File: src/rtl/mlds_pkg.sv
// Shared types and constants for the multiplexed LED display scanner.
// No dependencies; every other file of the block imports this package.
package mlds_pkg;

    // Item kinds carried on the input tuser.
    typedef enum logic [1:0] {
        MODE_TICK  = 2'd0,
        MODE_WRITE = 2'd1,
        MODE_START = 2'd2,
        MODE_NOP   = 2'd3
    } mode_t;

    // Configuration register indexes.
    typedef enum logic [1:0] {
        REG_HALF_CYCLE   = 2'd0,
        REG_MAX_ON_US    = 2'd1,
        REG_TICKS_PER_US = 2'd2,
        REG_UNUSED       = 2'd3
    } reg_index_t;

    // Scan sequencer phases.
    typedef enum logic [2:0] {
        PH_IDLE       = 3'd0,
        PH_SHIFT_LOW  = 3'd1,
        PH_SHIFT_HIGH = 3'd2,
        PH_LATCH      = 3'd3,
        PH_ON         = 3'd4
    } phase_t;

    // Pin levels toward the external shift register.
    typedef struct packed {
        logic oe_n;
        logic rck;
        logic srck;
        logic ser;
    } pins_t;

    // Configuration register set.
    typedef struct packed {
        logic [7:0] half_cycle_ticks;
        logic [7:0] max_on_us;
        logic [5:0] ticks_per_us;
    } cfg_t;

    localparam logic [15:0] TWO_US_FIXED   = 16'h0200;
    localparam logic [7:0]  MIN_WHOLE_US   = 8'd2;
    localparam logic [7:0]  HALF_CYCLE_RST = 8'd40;
    localparam logic [7:0]  MAX_ON_US_RST  = 8'd100;
    localparam logic [5:0]  TICKS_PER_US_RST = 6'd8;
    localparam pins_t       PINS_RST = '{oe_n: 1'b1, rck: 1'b0, srck: 1'b0, ser: 1'b0};

endpackage

File: src/rtl/mlds_on_time.sv
// On-time calculator: 8.8 brightness to on ticks per digit.
// Depends on mlds_pkg (cfg_t, constants).
module mlds_on_time
    import mlds_pkg::*;
(
    input  logic [15:0] brightness,
    input  cfg_t        cfg,
    output logic [15:0] on_ticks
);

    logic [7:0]  whole;
    logic [15:0] rem;
    logic [13:0] prod;

    always_comb
    begin
        whole = 8'd0;
        rem   = brightness;
        if (brightness >= TWO_US_FIXED)
        begin
            whole = brightness[15:8];
            // clamp above first, so a tiny max wins over the floor of two
            if (whole > cfg.max_on_us)
                whole = cfg.max_on_us;
            else if (whole < MIN_WHOLE_US)
                whole = MIN_WHOLE_US;
            rem = brightness - {whole, 8'd0};
        end
        prod     = {6'd0, whole} * {8'd0, cfg.ticks_per_us};
        on_ticks = {2'b00, prod} + {12'd0, rem[8:5]};
    end

endmodule

File: src/rtl/mlds_scan_core.sv
// Scan sequencer: digit store, shift/latch/on-time sequencing, result word.
// Depends on mlds_pkg and mlds_on_time.
module mlds_scan_core
    import mlds_pkg::*;
#(
    parameter int DIGITS   = 6,
    parameter int SEG_BITS = 8
)
(
    input  logic                clk,
    input  logic                rst_n,
    input  logic                accept,
    input  mode_t               mode,
    input  logic [2:0]          digit_index,
    input  logic [SEG_BITS-1:0] segments,
    input  logic [15:0]         brightness,
    input  cfg_t                cfg,
    output pins_t               res_pins,
    output logic [DIGITS-1:0]   res_digit_enable_n,
    output logic                res_busy,
    output logic                res_frame_done,
    output logic                scan_busy
);

    localparam int BC_W = $clog2(SEG_BITS + 1);

    logic [SEG_BITS-1:0] store_reg [DIGITS];
    phase_t              phase_reg, phase_next;
    logic [2:0]          digit_reg, digit_next;
    logic [BC_W-1:0]     bit_reg, bit_next;
    logic [SEG_BITS-1:0] shift_reg, shift_next;
    logic [15:0]         tick_reg, tick_next;
    logic [15:0]         on_reg, on_next;
    pins_t               pins_reg, pins_next;

    logic [15:0]         on_ticks_w;
    logic [15:0]         tick_inc;
    logic [15:0]         half;
    logic [3:0]          next_digit;
    logic [SEG_BITS-1:0] fetch;
    logic [BC_W-1:0]     bit_inc;
    pins_t               pins_out;
    phase_t              phase_out;
    logic [2:0]          digit_out;

    mlds_on_time u_on_time (
        .brightness (brightness),
        .cfg        (cfg),
        .on_ticks   (on_ticks_w)
    );

    assign tick_inc   = tick_reg + 16'd1;
    assign half       = (cfg.half_cycle_ticks == 8'd0) ? 16'd1 : {8'd0, cfg.half_cycle_ticks};
    assign next_digit = {1'b0, digit_reg} + 4'd1;
    assign bit_inc    = bit_reg + BC_W'(1);

    always_comb
    begin
        fetch = '0;
        for (int d = 0; d < DIGITS; d++)
        begin
            if (next_digit == 4'(d))
                fetch = store_reg[d];
        end
    end

    // next state
    always_comb
    begin
        phase_next = phase_reg;
        digit_next = digit_reg;
        bit_next   = bit_reg;
        shift_next = shift_reg;
        tick_next  = tick_reg;
        on_next    = on_reg;
        pins_next  = pins_reg;
        if (accept)
        begin
            case (mode)
                MODE_START:
                begin
                    if (phase_reg == PH_IDLE)
                    begin
                        on_next        = on_ticks_w;
                        digit_next     = 3'd0;
                        shift_next     = store_reg[0];
                        bit_next       = '0;
                        tick_next      = 16'd0;
                        pins_next.srck = 1'b0;
                        pins_next.rck  = 1'b0;
                        pins_next.oe_n = 1'b1;
                        pins_next.ser  = store_reg[0][SEG_BITS-1];
                        phase_next     = PH_SHIFT_LOW;
                    end
                end
                MODE_TICK:
                begin
                    case (phase_reg)
                        PH_SHIFT_LOW:
                        begin
                            tick_next = tick_inc;
                            if (tick_inc >= half)
                            begin
                                tick_next      = 16'd0;
                                pins_next.srck = 1'b1;
                                phase_next     = PH_SHIFT_HIGH;
                            end
                        end
                        PH_SHIFT_HIGH:
                        begin
                            tick_next = tick_inc;
                            if (tick_inc >= half)
                            begin
                                tick_next      = 16'd0;
                                pins_next.srck = 1'b0;
                                shift_next     = {shift_reg[SEG_BITS-2:0], 1'b0};
                                bit_next       = bit_inc;
                                if (bit_inc >= BC_W'(SEG_BITS))
                                begin
                                    pins_next.rck = 1'b1;
                                    phase_next    = PH_LATCH;
                                end
                                else
                                begin
                                    pins_next.ser = shift_reg[SEG_BITS-2];
                                    phase_next    = PH_SHIFT_LOW;
                                end
                            end
                        end
                        PH_LATCH:
                        begin
                            tick_next = tick_inc;
                            if (tick_inc >= half)
                            begin
                                tick_next     = 16'd0;
                                pins_next.rck = 1'b0;
                                if (on_reg != 16'd0)
                                    pins_next.oe_n = 1'b0;
                                phase_next = PH_ON;
                            end
                        end
                        PH_ON:
                        begin
                            tick_next = tick_inc;
                            if (tick_inc >= on_reg)
                            begin
                                pins_next.oe_n = 1'b1;
                                if (next_digit >= 4'(DIGITS))
                                begin
                                    digit_next = 3'd0;
                                    tick_next  = 16'd0;
                                    phase_next = PH_IDLE;
                                end
                                else
                                begin
                                    // begin the next digit
                                    digit_next     = next_digit[2:0];
                                    shift_next     = fetch;
                                    bit_next       = '0;
                                    tick_next      = 16'd0;
                                    pins_next.srck = 1'b0;
                                    pins_next.rck  = 1'b0;
                                    pins_next.ser  = fetch[SEG_BITS-1];
                                    phase_next     = PH_SHIFT_LOW;
                                end
                            end
                        end
                        default:
                        begin
                            phase_next = PH_IDLE;
                        end
                    endcase
                end
                default:
                begin
                end
            endcase
        end
    end

    // result word: a tick shows the levels during the tick, others after the item
    always_comb
    begin
        if (mode == MODE_TICK)
        begin
            pins_out  = pins_reg;
            phase_out = phase_reg;
            digit_out = digit_reg;
        end
        else
        begin
            pins_out  = pins_next;
            phase_out = phase_next;
            digit_out = digit_next;
        end
        res_pins = pins_out;
        for (int d = 0; d < DIGITS; d++)
            res_digit_enable_n[d] = !(phase_out == PH_ON && digit_out == 3'(d));
        res_busy       = (phase_out != PH_IDLE);
        res_frame_done = (mode == MODE_TICK) && (phase_reg == PH_ON)
                         && (tick_inc >= on_reg) && (next_digit >= 4'(DIGITS));
    end

    assign scan_busy = (phase_reg != PH_IDLE);

    always_ff @(posedge clk or negedge rst_n)
    begin
        if (!rst_n)
        begin
            phase_reg <= PH_IDLE;
            digit_reg <= 3'd0;
            bit_reg   <= '0;
            shift_reg <= '0;
            tick_reg  <= 16'd0;
            on_reg    <= 16'd0;
            pins_reg  <= PINS_RST;
            for (int d = 0; d < DIGITS; d++)
                store_reg[d] <= '0;
        end
        else
        begin
            phase_reg <= phase_next;
            digit_reg <= digit_next;
            bit_reg   <= bit_next;
            shift_reg <= shift_next;
            tick_reg  <= tick_next;
            on_reg    <= on_next;
            pins_reg  <= pins_next;
            // an index at or above the digit count matches no entry and is dropped
            for (int d = 0; d < DIGITS; d++)
            begin
                if (accept && mode == MODE_WRITE && digit_index == 3'(d))
                    store_reg[d] <= segments;
            end
        end
    end

endmodule

File: src/rtl/mlds_out_skid.sv
// Output register with a skid stage: full rate, stalling the input only while the skid stage holds a word.
// Depends on mlds_pkg only through the common import convention.
module mlds_out_skid
    import mlds_pkg::*;
#(
    parameter int W = 8
)
(
    input  logic         clk,
    input  logic         rst_n,
    input  logic         in_valid,
    output logic         in_ready,
    input  logic [W-1:0] in_data,
    output logic         out_valid,
    input  logic         out_ready,
    output logic [W-1:0] out_data
);

    logic         out_valid_reg;
    logic [W-1:0] out_data_reg;
    logic         skid_valid_reg;
    logic [W-1:0] skid_data_reg;
    logic         out_load;
    logic         push;

    assign in_ready  = !skid_valid_reg;
    assign push      = in_valid && in_ready;
    assign out_load  = !out_valid_reg || out_ready;
    assign out_valid = out_valid_reg;
    assign out_data  = out_data_reg;

    always_ff @(posedge clk or negedge rst_n)
    begin
        if (!rst_n)
        begin
            out_valid_reg  <= 1'b0;
            skid_valid_reg <= 1'b0;
        end
        else
        begin
            if (out_load)
            begin
                if (skid_valid_reg)
                begin
                    out_valid_reg  <= 1'b1;
                    skid_valid_reg <= 1'b0;
                end
                else
                begin
                    out_valid_reg <= push;
                end
            end
            else if (push)
            begin
                skid_valid_reg <= 1'b1;
            end
        end
    end

    always_ff @(posedge clk)
    begin
        if (out_load)
        begin
            if (skid_valid_reg)
                out_data_reg <= skid_data_reg;
            else if (push)
                out_data_reg <= in_data;
        end
        else if (push)
        begin
            skid_data_reg <= in_data;
        end
    end

endmodule

File: src/rtl/multiplexed_led_display_scanner.sv
// Multiplexed LED display scanner, top level: ports, configuration registers.
// Depends on mlds_pkg, mlds_on_time, mlds_scan_core and mlds_out_skid.
//
// The block drives a six-digit multiplexed LED display through an external
// serial-in shift register with a storage latch. Each input word is a tick,
// a digit write or a frame start (tuser); each accepted word yields exactly
// one result word holding the pin levels, the active-low digit enables and
// the busy flag, with tlast marking the tick on which the last digit ends.
// A start latches the 8.8 brightness and scans the digits in order: for each
// digit its byte is shifted out MSB first (serial data set, shift clock low
// then high, half_cycle_ticks ticks each), the latch clock pulses high for
// half_cycle_ticks, then the digit enable is pulled and output enable held low
// as one contiguous pulse of on ticks. Time advances only on tick words.
// Rate: one word per clock cycle. The whole step of the scan sequencer sits
// between the sequencer state registers and the output register, so the
// input is ready in every cycle unless both the output register and its skid
// stage hold words the sink has not taken. Configuration words are taken on
// every cycle (cfg_ready is tied high) and must arrive while the block idles.
// No clearing pass runs after reset; the digit store resets blank at once.
module multiplexed_led_display_scanner
    import mlds_pkg::*;
#(
    parameter int DIGITS   = 6,
    parameter int SEG_BITS = 8,
    localparam int S_W = ((SEG_BITS + 19 + 7) / 8) * 8,
    localparam int M_W = ((DIGITS + 5 + 7) / 8) * 8
)
(
    input  logic           clk,
    input  logic           rst_n,
    // input words
    input  logic           s_tvalid,
    output logic           s_tready,
    input  logic [S_W-1:0] s_tdata,  // digit_index[2:0], segments, brightness[15:0], zero pad
    input  logic [1:0]     s_tuser,  // mode
    // result words
    output logic           m_tvalid,
    input  logic           m_tready,
    output logic [M_W-1:0] m_tdata,  // serial_data, shift_clock, latch_clock,
                                     // output_enable_n, digit_enable_n, busy_res, zero pad
    output logic           m_tlast,  // frame_done
    // configuration writes
    input  logic           cfg_valid,
    output logic           cfg_ready,
    input  logic [1:0]     cfg_index,
    input  logic [7:0]     cfg_data
);

    cfg_t                cfg_reg;
    logic                s_accept;
    mode_t               mode;
    pins_t               res_pins;
    logic [DIGITS-1:0]   res_digit_enable_n;
    logic                res_busy;
    logic                res_frame_done;
    logic                scan_busy;
    logic [M_W:0]        res_word;
    logic [M_W:0]        out_word;
    logic                skid_ready;

    assign cfg_ready = 1'b1;
    assign s_accept  = s_tvalid && s_tready;
    assign s_tready  = skid_ready;
    assign mode      = mode_t'(s_tuser);

    // Configuration registers; writes beyond the list are dropped.
    always_ff @(posedge clk or negedge rst_n)
    begin
        if (!rst_n)
        begin
            cfg_reg.half_cycle_ticks <= HALF_CYCLE_RST;
            cfg_reg.max_on_us        <= MAX_ON_US_RST;
            cfg_reg.ticks_per_us     <= TICKS_PER_US_RST;
        end
        else if (cfg_valid && cfg_ready)
        begin
            case (reg_index_t'(cfg_index))
                REG_HALF_CYCLE:   cfg_reg.half_cycle_ticks <= cfg_data;
                REG_MAX_ON_US:    cfg_reg.max_on_us        <= cfg_data;
                REG_TICKS_PER_US: cfg_reg.ticks_per_us     <= cfg_data[5:0];
                default:
                begin
                end
            endcase
        end
    end

    // Sequencer: advance on ticks, latch brightness on start, hold digit bytes.
    mlds_scan_core #(
        .DIGITS   (DIGITS),
        .SEG_BITS (SEG_BITS)
    ) u_core (
        .clk                (clk),
        .rst_n              (rst_n),
        .accept             (s_accept),
        .mode               (mode),
        .digit_index        (s_tdata[2:0]),
        .segments           (s_tdata[3 +: SEG_BITS]),
        .brightness         (s_tdata[3 + SEG_BITS +: 16]),
        .cfg                (cfg_reg),
        .res_pins           (res_pins),
        .res_digit_enable_n (res_digit_enable_n),
        .res_busy           (res_busy),
        .res_frame_done     (res_frame_done),
        .scan_busy          (scan_busy)
    );

    // Pack the result word; tlast rides in the top bit through the skid stage.
    assign res_word = {res_frame_done,
                       M_W'({res_busy, res_digit_enable_n, res_pins.oe_n,
                             res_pins.rck, res_pins.srck, res_pins.ser})};

    mlds_out_skid #(
        .W (M_W + 1)
    ) u_out (
        .clk       (clk),
        .rst_n     (rst_n),
        .in_valid  (s_accept),
        .in_ready  (skid_ready),
        .in_data   (res_word),
        .out_valid (m_tvalid),
        .out_ready (m_tready),
        .out_data  (out_word)
    );

    assign m_tdata = out_word[M_W-1:0];
    assign m_tlast = out_word[M_W];

    // Input stalls only when a result word is waiting at the output.
    a_stall_needs_output: assert property (@(posedge clk) disable iff (!rst_n)
        !s_tready |-> m_tvalid)
        else $error("input stalled with no result word pending");

    // A lit display in an accepted result word always has exactly one digit pulled.
    a_lit_has_digit: assert property (@(posedge clk) disable iff (!rst_n)
        (s_accept && !res_pins.oe_n) |-> ($countones(~res_digit_enable_n) == 1))
        else $error("output enabled without a single digit selected");

    // A start always leaves a scan running.
    a_start_busy: assert property (@(posedge clk) disable iff (!rst_n)
        (s_accept && mode == MODE_START) |=> scan_busy)
        else $error("start word did not leave the scanner busy");

    // A frame end, which comes only from the on phase of a running scan, leaves the scanner idle.
    a_done_from_busy: assert property (@(posedge clk) disable iff (!rst_n)
        (s_accept && res_frame_done) |=> !scan_busy)
        else $error("frame end did not return the scanner to idle");

endmodule

File: config.mk
export PLATFORM = sky130hd
export DESIGN_NAME = multiplexed_led_display_scanner
export DESIGN_NICKNAME = d
export VERILOG_FILES = /design/src/rtl/mlds_pkg.sv /design/src/rtl/mlds_on_time.sv /design/src/rtl/mlds_scan_core.sv /design/src/rtl/mlds_out_skid.sv /design/src/rtl/multiplexed_led_display_scanner.sv
export SDC_FILE = /design/constraint.sdc
export NUM_CORES = 1
export LEC_CHECK = 0
export ABC_AREA = 1
export BUFFER_PORTS_ARGS = -buffer_cell sky130_fd_sc_hd__buf_2
export CAP_MARGIN = 40
export CORE_MARGIN = 8
export CORE_UTILIZATION = 55
export DETAILED_ROUTE_END_ITERATION = 6
export PLACE_DENSITY = 0.72
export SLEW_MARGIN = 20
export SYNTH_ARGS = -nofsm -noshare
export SYNTH_HDL_FRONTEND = slang
export SYNTH_SLANG_ARGS = --single-unit
export TNS_END_PERCENT = 10
File: constraint.sdc
create_clock -name clk -period 10.3 [get_ports clk]
set_input_delay 0.515 -clock clk [delete_from_list [all_inputs] [get_ports clk]]
set_output_delay 0.515 -clock clk [all_outputs]
set_load 0.05 [all_outputs]
==> flow_summary.json <==
{
  "max_cap_violations": 0,
  "ant_nets": 0,
  "pre_cts_ws_ns": 4.130,
  "arrival_ns": 6.28,
  "cp_slowest_cell": "dfstp_2",
  "synth_area_sq_mm": 0.01005,
  "portBuffers": 52,
  "die_h_microns": 151.2,
  "final_nets": 1452,
  "grt_start_max_net_pins": 52,
  "ctsResizeCount": 0,
  "share_comb_of_total_power": 0.439,
  "yosysUniqueCellTypes": 50,
  "slowest_delay_ns": 0.55,
  "relSlewSlack": 0.4030,
  "cts.clk_slew.worst_paths_ns": 0.07,
  "drive_gt1_frac": 0.1265,
  "grt_pass1_wl_microns": 39140,
  "routabilityCongestion": 0.9084,
  "ff2ff_setup_slack_ns": 4.31,
  "antenna_cells": 0,
  "post-cts-setup-buffers": 0,
  "timing.rr.end": "u_core.on_reg[13]",
  "fin_crit_ns": 5.986,
  "viasPerCell": 5.400,
  "clkSinkCount": 148,
  "ios": 69,
  "final_area_sq_mm": 0.01111,
  "run_status": "completed",
  "fin_util": 0.6182,
  "crit_buf_inv": 4,
  "netlist_instances": 1246,
  "leakagePower_nw": 5.613,
  "largest_register_ffs": 48,
  "setup_ws_ns": 4.314,
  "area_delta_synth_final_pct": 10.48,
  "reg2regPathDepth": 26,
  "hp-class": "input port to asynchronous set/reset pin",
  "fp.dieW_microns": 151.2,
  "clock_latency_ns": 0.43,
  "p_sw_frac": 0.4219,
  "cp_max_fo": 9,
  "dr_total_vias": 8322,
  "rows": 49,
  "core_area_sq_mm": 0.01796,
  "synth-edff-count": 24,
  "post-route-drc-count": 0,
  "first_iter_violations": 516,
  "hold_viol": 0,
  "dieArea_sq_mm": 0.02286,
  "synth.avg_cell_area_sq_um": 8.068,
  "htreeDepth": 4,
  "post_dp_cell_area_sq_mm": 0.01052,
  "globalRouteTotalUtil": 0.2119,
  "cp_top_family": "adder cells",
  "clockRootBuffer": "clkbuf_16",
  "fin_setup_tns_ns": 0,
  "worstMarginPinSlew_ns": 0.8873,
  "cts-buffers-inserted": 17,
  "ys_ff_latch": 148,
  "power_density_mw_per_mm2": 227.9,
  "overflow": 0,
  "critPathCaptureType": "register",
  "final-setup-viol-count": 0,
  "switchingPower_w": 0.001068,
  "final-max-slew-violation-count": 0,
  "wl_per_cell_microns": 14.76,
  "yosys_warnings": 0,
  "vdd_drop_max_mv": 0.2763,
  "cts_hold_buffers": 0,
  "seq_power_share": 0.320,
  "period_share": 0.5812,
  "synthArstFlopShare": 0.8378,
  "yosysSeqAreaShare": 0.3813,
  "start_util": 0.5596,
  "ys.flop_type": "dfrtp_1",
  "wirelength_microns": 22740,
  "antenna_found_initial": 0,
  "ctsLongestPathBuffers": 2,
  "pwr-share-clk": 0.241,
  "drt_pass1_iterations": 7,
  "p_int_w": 0.001463,
  "required_ns": 10.59,
  "clock.fmax_mhz": 167.0,
  "cts_tree": "done",
  "grt_pass1_vias": 8160,
  "r2r_start": "cfg_reg[8]",
  "hpwl_microns": 16900,
  "clock_skew_ns": 0.007232,
  "critical_path_class": "register to register",
  "worst_setup_path_start_kind": "register",
  "rsz0062_at_grt": "no"
}
## Yosys cell counts (2+ instances only)
cell	n	area [sq um]
inv_1	184	690.7
xor2_1	10	87.58
a21oi_2	2	17.52
nor2_1	116	435.4
nand2_1	290	1089
nor2_2	5	31.28
xnor2_1	5	43.79
o21ai_1	5	25.02
inv_4	4	25.02
o22ai_2	7	87.58
a21o_1	2	15.01
inv_2	6	22.52
fa_1	26	520.5
a21oi_1	31	155.2
buf_4	6	45.04
nand3_2	9	90.09
nand2_4	5	56.30
a31oi_1	9	56.30
o21ai_2	5	43.79
nand4_1	16	100.1
o22ai_1	9	56.30
nor2_4	2	22.52
clkinv_1	2	7.510
nor3_1	8	40.04
a22o_1	3	26.28
buf_2	2	10.01
o211ai_1	16	120.1
dfrtp_1	117	2928
clkbuf_1	18	67.56
o2111ai_1	6	52.55
nand3_1	47	235.2
a31oi_2	5	62.56
o21bai_1	4	30.03
edfxtp_1	24	720.7
nand4_2	2	25.02
buf_6	2	22.52
conb_1	2	7.510
dfstp_2	7	183.9
o21ai_0	115	575.6
or2_2	6	37.54
nor4_1	6	37.54
nand2_2	9	56.30
ha_1	78	975.9
and2_1	5	31.28
o21a_1	3	22.52
## routing by layer
layer,track usage,wire length [microns]
met5,0,0
met2,0.3393,10430
met3,0.03406,1105
met4,0.06284,327
met1,0.2905,10870
## how the worst max path moves through the flow
stage                     slack, ns           endpoint   startpoint  cells after the start
after floorplan                4.89  u_core.on_reg[13]  s_tdata[20]                     25
after global placement         4.26  u_core.on_reg[13]  s_tdata[22]                     26
after detailed placement       4.13  u_core.on_reg[13]  s_tdata[22]                     26
after CTS                      4.31  u_core.on_reg[13]   cfg_reg[8]                     26
after global routing           3.67  u_core.on_reg[14]   cfg_reg[8]                     32
final                          4.31  u_core.on_reg[13]   cfg_reg[8]                     26
## metrics by stage
step	total power (W)	std cells	hold slack (ns)
after detailed placement	0.001918	1509	0.4661
after floorplan	0.001655	1250	0.2194
after CTS	0.002542	1541	0.02162
after global placement	0.001887	1506	0.4616
final	0.002531	1541	0.01820
after global routing	0.002761	1541	0.04426
## cell type report
type / count / area [sq um]
repair buffers: 58 / 307.8
multi-input cells: 878 / 5344
flip-flops and latches: 148 / 3832
clock buffers: 18 / 450.4
fillers: 1590 / 6858
clock inverters: 14 / 138.9
well taps: 229 / 286.5
inverters: 196 / 745.7
## cell usage in the layout, fill, tap and decap left out, types with 8 or more instances in the layout
cell       count
buf_2         51
o211ai_1      16
nand2_2        9
nand2_1      290
nand3_1       47
fa_1          26
clkbuf_16     18
inv_1        184
nand4_1       16
o22ai_1        9
dfrtp_1      117
edfxtp_1      24
nor2_1       116
xor2_1        10
a31oi_1        9
nand3_2        9
nor3_1         8
ha_1          78
a21oi_1       31
o21ai_0      115
## power groups by stage
stage               combinational (W)  sequential [W]  clock (W)
floorplan                    0.000843        0.000811          0
global placement              0.00107        0.000816          0
detailed placement            0.00110        0.000819          0
CTS                           0.00111        0.000810   0.000620
global route                  0.00129        0.000825   0.000645
finish                        0.00111        0.000811   0.000609
## logic make-up (layout without fill, tap and decap cells)
kind of cell	Yosys count	after routing	synth area share
other	2	6	0.0007471
flip-flops	148	148	0.3813
AND/OR/NAND/NOR	529	529	0.2316
AO/OA/AOI/OAI	224	224	0.1358
XOR/XNOR	15	15	0.01307
adder cells (fa/ha/maj)	104	104	0.1489
buffers and inverters	224	286	0.08862
Note: power is estimated with default switching activity, not from simulation.
